[config.mk]
export PLATFORM = sky130hd
export DESIGN_NAME = ipv4dq_scan
export DESIGN_NICKNAME = d
export VERILOG_FILES = /design/src/rtl/core/ipv4dq_pkg.sv /design/src/rtl/core/ipv4dq_scan.sv
export SDC_FILE = /design/constraint.sdc
export NUM_CORES = 1
export LEC_CHECK = 0
export ABC_AREA = 1
export ABC_CLOCK_PERIOD_IN_PS = 6000
export BUFFER_PORTS_ARGS = -buffer_cell sky130_fd_sc_hd__clkbuf_2
export CAP_MARGIN = 40
export CORE_MARGIN = 2
export CORE_UTILIZATION = 45
export CTS_CLUSTER_SIZE = 14
export DETAILED_ROUTE_END_ITERATION = 6
export PLACE_DENSITY = 0.61
export SYNTH_ARGS = -nofsm -noshare
export SYNTH_HDL_FRONTEND = slang
export SYNTH_SLANG_ARGS = --single-unit
[constraint.sdc]
create_clock -name clk -period 6 [get_ports clk]
set_input_delay 1.2 -clock clk [delete_from_list [all_inputs] [get_ports clk]]
set_output_delay 1.2 -clock clk [all_outputs]
set_load 0.05 [all_outputs]
[src/rtl/core/ipv4dq_pkg.sv]
`timescale 1ns / 1ps
`default_nettype none
// ----------------------------------------------------------------------------
// ipv4dq_pkg
// Shared constants and types of the dotted-quad address checker.
// ----------------------------------------------------------------------------
package ipv4dq_pkg;

    localparam logic [7:0] CHAR_ZERO = 8'h30;
    localparam logic [7:0] CHAR_NINE = 8'h39;
    localparam logic [7:0] CHAR_DOT  = 8'h2E;

    localparam logic [9:0] GROUP_MAX = 10'd255;
    localparam logic [1:0] GROUP_LEN = 2'd3;

    localparam logic [4:0] LEN_MIN = 5'd7;
    localparam logic [4:0] LEN_MAX = 5'd15;
    localparam logic [4:0] LEN_SAT = 5'd16;

    localparam logic [2:0] DOTS_NEED = 3'd3;
    localparam logic [2:0] DOT_SAT   = 3'd4;

    // Verdict leaving the scanner toward the result register.
    typedef struct packed {
        logic fire;
        logic ok;
    } result_t;

    // Running counters, exposed for checking.
    typedef struct packed {
        logic [4:0] char_total;
        logic [2:0] dot_total;
    } scan_status_t;

endpackage
`default_nettype wire

[src/rtl/core/ipv4dq_scan.sv]
`timescale 1ns / 1ps
`default_nettype none
// ----------------------------------------------------------------------------
// ipv4dq_scan
// Running state of the address text and the verdict on its last character.
// ----------------------------------------------------------------------------
module ipv4dq_scan (
    input  wire logic          clk,
    input  wire logic          rst_n,
    input  wire logic          advance,
    input  wire logic [7:0]    stage_char,
    input  wire logic          stage_final,
    output ipv4dq_pkg::result_t      result,
    output ipv4dq_pkg::scan_status_t status
);

    logic [1:0] group_digits_reg, group_digits_next;
    logic [9:0] group_value_reg,  group_value_next;
    logic [2:0] dot_total_reg,    dot_total_next;
    logic [4:0] char_total_reg,   char_total_next;
    logic       prev_dot_reg,     prev_dot_next;
    logic       start_dot_reg,    start_dot_next;
    logic       error_reg,        error_next;

    logic       is_dot;
    logic       is_digit;
    logic [9:0] digit_val;
    logic [9:0] value_acc;
    logic [1:0] digits_inc;
    logic       verdict;

    assign is_dot    = (stage_char == ipv4dq_pkg::CHAR_DOT);
    assign is_digit  = (stage_char >= ipv4dq_pkg::CHAR_ZERO)
                    && (stage_char <= ipv4dq_pkg::CHAR_NINE);
    assign digit_val = {6'd0, stage_char[3:0]};
    // Times ten as two shifts; before the third digit the value is below 100.
    assign value_acc = (group_value_reg << 3) + (group_value_reg << 1) + digit_val;
    assign digits_inc = group_digits_reg + 2'd1;

    always_comb
    begin
        group_digits_next = group_digits_reg;
        group_value_next  = group_value_reg;
        dot_total_next    = dot_total_reg;
        char_total_next   = char_total_reg;
        prev_dot_next     = 1'b0;
        start_dot_next    = start_dot_reg;
        error_next        = error_reg;

        if ((char_total_reg == 5'd0) && is_dot)
        begin
            start_dot_next = 1'b1;
        end
        if (char_total_reg < ipv4dq_pkg::LEN_SAT)
        begin
            char_total_next = char_total_reg + 5'd1;
        end

        if (is_dot)
        begin
            if (prev_dot_reg)
            begin
                error_next = 1'b1;
            end
            group_digits_next = 2'd0;
            group_value_next  = 10'd0;
            if (dot_total_reg < ipv4dq_pkg::DOT_SAT)
            begin
                dot_total_next = dot_total_reg + 3'd1;
            end
            prev_dot_next = 1'b1;
        end
        else if (is_digit)
        begin
            if (group_digits_reg >= ipv4dq_pkg::GROUP_LEN)
            begin
                error_next = 1'b1;
            end
            else
            begin
                group_digits_next = digits_inc;
                group_value_next  = value_acc;
                if ((digits_inc == ipv4dq_pkg::GROUP_LEN)
                    && (value_acc > ipv4dq_pkg::GROUP_MAX))
                begin
                    error_next = 1'b1;
                end
            end
        end
        else
        begin
            error_next = 1'b1;
        end
    end

    assign verdict = !error_next
                  && (dot_total_next == ipv4dq_pkg::DOTS_NEED)
                  && (char_total_next >= ipv4dq_pkg::LEN_MIN)
                  && (char_total_next <= ipv4dq_pkg::LEN_MAX)
                  && !start_dot_next
                  && !is_dot;

    always_ff @(posedge clk or negedge rst_n)
    begin
        if (!rst_n)
        begin
            group_digits_reg <= 2'd0;
            group_value_reg  <= 10'd0;
            dot_total_reg    <= 3'd0;
            char_total_reg   <= 5'd0;
            prev_dot_reg     <= 1'b0;
            start_dot_reg    <= 1'b0;
            error_reg        <= 1'b0;
        end
        else if (advance)
        begin
            if (stage_final)
            begin
                // The verdict closes the string; start over for the next one.
                group_digits_reg <= 2'd0;
                group_value_reg  <= 10'd0;
                dot_total_reg    <= 3'd0;
                char_total_reg   <= 5'd0;
                prev_dot_reg     <= 1'b0;
                start_dot_reg    <= 1'b0;
                error_reg        <= 1'b0;
            end
            else
            begin
                group_digits_reg <= group_digits_next;
                group_value_reg  <= group_value_next;
                dot_total_reg    <= dot_total_next;
                char_total_reg   <= char_total_next;
                prev_dot_reg     <= prev_dot_next;
                start_dot_reg    <= start_dot_next;
                error_reg        <= error_next;
            end
        end
    end

    assign result.fire       = advance && stage_final;
    assign result.ok         = verdict;
    assign status.char_total = char_total_reg;
    assign status.dot_total  = dot_total_reg;

endmodule
`default_nettype wire

# Word level (Yosys, flattened, before mapping)
# Cells that the tools add are included.
# totals
out_inout_bits	10
ramBits	0
romBits	0
ff_bits	22
wordCells	62
input_bits	12
latch_bits	0
n_memories	0
# op_classes
div	0
n_shift	0
n_reduce_logical	15
n_mux	23
magnitude_cmp	8
add_sub_neg	5
eq_ne	4
bitwise	0
mul	0
# op_table
op	n
$mux 9	4
$add 10x10->10	1
$add 10x4->10	1
$gt 10x8->1 const B	1
$mux 1	10
$mux 5	2
$logic_and 1x1->1	9
$mux 3	3
$eq 8x6->1 const B	1
$ge 8x6->1 const B	1
$le 8x6->1 const B	1
$mux 2	4
$add 5x1->5 const B	1
$ge 5x3->1 const B	1
$le 5x4->1 const B	1
$logic_not 5->1	1
$lt 5x5->1 const B	1
$add 3x1->3 const B	1
$eq 3x2->1 const B	1
$logic_not 1->1	3
$lt 3x3->1 const B	1
$ne 3x3->1 const B	1
$reduce_and 3->1	1
$reduce_bool 3->1	1
other kinds (3)	3

# Depth between registers and ports, before layout
# depth
word_depth	14
depth_mapped	16
mapped_depth_nobuf	16

# Least setup slack after synthesis
# No wires, ideal clock.
# synth_timing
path_type	input to output
startpoint	input stage_char[3]
endpoint	output result[0] (netlist name)
n_path_buf	1
arrival_time_ns	3.084
path_stages	15
setup_slack_ns	1.716
t_required_ns	4.800
path_cell_list	inv_1 > fa_1 > fa_1 > inv_1 > nand2_1 > nand2_1 > nand3_1 > nand2_1 > nand2_1 > nand2_1 > nand2_1 > nand2_1 > nand2_1 > a21oi_1 > buf_4
# synth_via
elab_chain_len	13
word_cells_on_any_way	23
classes_between	1 x add/sub; 3 x order compare; 2 x eq/ne; 6 x mux; 11 x reduce/logical
# synth_rtl
item	line_no	source
start: declaration	ipv4dq_scan.sv:11	input wire logic [7:0] stage_char,
$add 10x4->10	ipv4dq_scan.sv:37	assign value_acc = (group_value_reg << 3) + (group_value_reg << 1) + digit_val;
$gt 10x8->1	ipv4dq_scan.sv:84	&& (value_acc > ipv4dq_pkg::GROUP_MAX))
$logic_and 1x1->1	ipv4dq_scan.sv:84	
$mux 1	ipv4dq_scan.sv:83	if ((digits_inc == ipv4dq_pkg::GROUP_LEN)
$mux 1	ipv4dq_scan.sv:75	if (group_digits_reg >= ipv4dq_pkg::GROUP_LEN)
$mux 1	ipv4dq_scan.sv:73	else if (is_digit)
$mux 1	ipv4dq_scan.sv:59	if (is_dot)
$logic_not 1->1	ipv4dq_scan.sv:96	assign verdict = !error_next
$logic_and 1x1->1	ipv4dq_scan.sv:97	&& (dot_total_next == ipv4dq_pkg::DOTS_NEED)
$logic_and 1x1->1	ipv4dq_scan.sv:98	&& (char_total_next >= ipv4dq_pkg::LEN_MIN)
$logic_and 1x1->1	ipv4dq_scan.sv:99	&& (char_total_next <= ipv4dq_pkg::LEN_MAX)
$logic_and 1x1->1	ipv4dq_scan.sv:100	&& !start_dot_next
$logic_and 1x1->1 *	ipv4dq_scan.sv:101	&& !is_dot;
end: declaration	ipv4dq_scan.sv:13	output ipv4dq_pkg::result_t result,
# Every way passes the cells marked *; elsewhere a longest branch is shown, timed or not.

==> impl_metrics.toml <==
[cts]
cts.repair.resized = 0
clk_pin_slew_ns = 0.08
clk_latency_ns = 0.26
cts_buffers = 3
cts_tree = "yes"
hold_buffers = 0
cts_htree_levels = 1
clock-sinks = 22
cts_setup_buffers = 0
clockRootBuffer = "clkbuf_8"
clockBufferDepth = 2

[detailed_routing]
drtIter0Drc = 67
vias_per_cell = 4.860
drcViolationCount = 0
wl_mm = 3.335
routedWlPerCell_um = 11.70
ant_nets = 0
vias = 1385
dr.pass1.iters = 4

[die]
start_util_pct = 46.42
die_x_um = 65.22
dieArea_um2 = 4254
placement_rows = 22
coreArea_um2 = 3633
io_pins = 22
die_h_um = 65.22

[logic_synthesis]
ys_seq_area_share_pct = 32.64
avgSynthCellArea_um2 = 7.808
ys.warnings.count = 0
netlist_area_um2 = 1687
ys_seq_elements = 22
synth.distinct_cells = 30
postSynthCellCount = 216
syn_nets = 249

[sta]
worst_pin_slew_ns = 0.5712
finalClockSkew_ns = 0.002146
rsz0062_at_grt = "false"
fin_crit_sh_pct = 76.98
setup-tns-final_ns = 0
fmax_mhz = 216.5
period_needed_ns = 4.619
relSlewSlack_pct = 61.92
hold_viol_final = 0
slew_violations = 0
setup_viol = 0

[global_route]
groute.usage.overall_pct = 17.80
top_usage_layer = "met2"
grtUsageMet1_pct = 26.47
met3_usage_pct = 3.082
antenna_found_initial = 0
grt_max_degree = 23
grt_pass1_vias = 1328
use_met2_pct = 27.81
grt_pass1_wl_mm = 5.899
gr-total-overflow = 0

[final_layout]
mostFrequentLayoutCells = "46 x nand2_1, 35 x inv_1, 22 x dfrtp_1"
layout_commonest_cell = "nand2_1"
diodes = 0
nNetsFinal = 272
layout-drive-gt1-share_pct = 14.35
largest_reg_flops = 9
seqCellArea_um2 = 550.5
area_growth_pct = 11.20
fillers = 387
multiInputGateArea_um2 = 983.4

[placed_design]
port_buffers = 21
dpl.hpwl_mm = 2.654
gp_congestion = 0.8740

[worst_setup_path]
start_kind = "input port"
cp_max_fo = 2
worstRegToRegCells = 15
end_kind = "output port"
path_class = "input port to output port"
crit_arrival_ns = 3.42
worstPathRequired_ns = 4.80

[pwr]
power_mw = 0.5153
powerDensity_nw_per_um2 = 274.7
vdd_drop_max_mv = 0.1702
power.leakage_nw = 1.070

[outcome]
outcome = "complete, no violations"

[min_path]
hp-class = "flop to flop"
hold_path_depth = 2

[job]
cap_viol_max_count = 0
stage by stage:
stage                     hold slack (ns)  util (%)  worst slack, ns  cell area (um2)  std cells
after detailed placement           0.4869     50.48            1.367             1834        282
final                              0.5021     51.62            1.381             1876        285
after floorplan                    0.4594         -            1.716             1687        216
after CTS                          0.5059     51.62            1.355             1876        285
after global routing               0.5451     51.62            1.147             1876        285
after global placement             0.4791     50.48            1.399             1834        282
kinds of logic after synthesis:
group	after synthesis	synth area share, %
xor+xnor	7	3.635
fa+ha+maj	21	16.47
buf+inv	39	9.051
simple gates	89	25.67
flops	22	32.64
compound gates	38	12.54
Yosys cell counts (all sizes together):
master | instances | area share [%]
xor2 | 5 | 2.6
dfrtp | 22 | 33
o21bai | 1 | 0.45
or2 | 2 | 0.74
nand3 | 14 | 4.2
o211ai | 1 | 0.45
o22ai | 6 | 2.2
nor4 | 1 | 0.37
xnor2 | 2 | 1.0
nand2 | 49 | 12
and2 | 1 | 0.37
o211a | 1 | 0.59
a21oi | 7 | 2.1
o21ai | 22 | 6.8
buf | 3 | 1.0
inv | 36 | 8.0
nand3b | 1 | 0.45
ha | 19 | 14
fa | 2 | 2.4
nor2 | 19 | 5.8
nor3 | 2 | 1.6
report_power, final:
group          total, mW  switching [mW]  leakage [nW]  internal, mW
Clock             0.0903          0.0455        0.0216        0.0448
Sequential         0.194          0.0213         0.295         0.172
Combinational      0.231           0.139         0.754        0.0926
Total              0.515           0.206          1.07         0.310
final cells by class:
type | instances | area share, %
Multi-Input combinational cell | 155 | 52.43
Sequential cell | 22 | 29.35
Inverter | 36 | 7.205
Timing Repair Buffer | 21 | 5.604
Tap cell | 48 | 3.202
Clock buffer | 3 | 2.201
worst max-delay path: stages:
cell	delay, ns
clkbuf_2	0.09
inv_1	0.06
fa_1	0.53
fa_1	0.47
inv_1	0.07
nand2_1	0.04
nand2_1	0.08
nand3_1	0.09
nand2_1	0.07
nand2_1	0.04
nand2_1	0.07
nand2_1	0.05
nand2_1	0.05
nand2_1	0.06
a21oi_1	0.15
clkbuf_2	0.29
worst paths after layout:
check | to | start | slack, ns
max | result[0] | stage_char[3] | 1.38
min | prev_dot_reg | prev_dot_reg | 0.50
max reg2reg | error_reg | group_value_reg[2] | 3.71
min reg2reg | prev_dot_reg | prev_dot_reg | 0.50
max in group asynchronous | group_value_reg[2] | rst_n | 4.70
min in group asynchronous | dot_total_reg[0] | rst_n | 0.92
routing by layer:
metal | wire [um] | share of wire, %
met2 | 1497 | 45
met5 | 0 | 0
met1 | 1720 | 52
met4 | 10 | 0.30
met3 | 106 | 3.2
(Power assumes the default switching activity.)
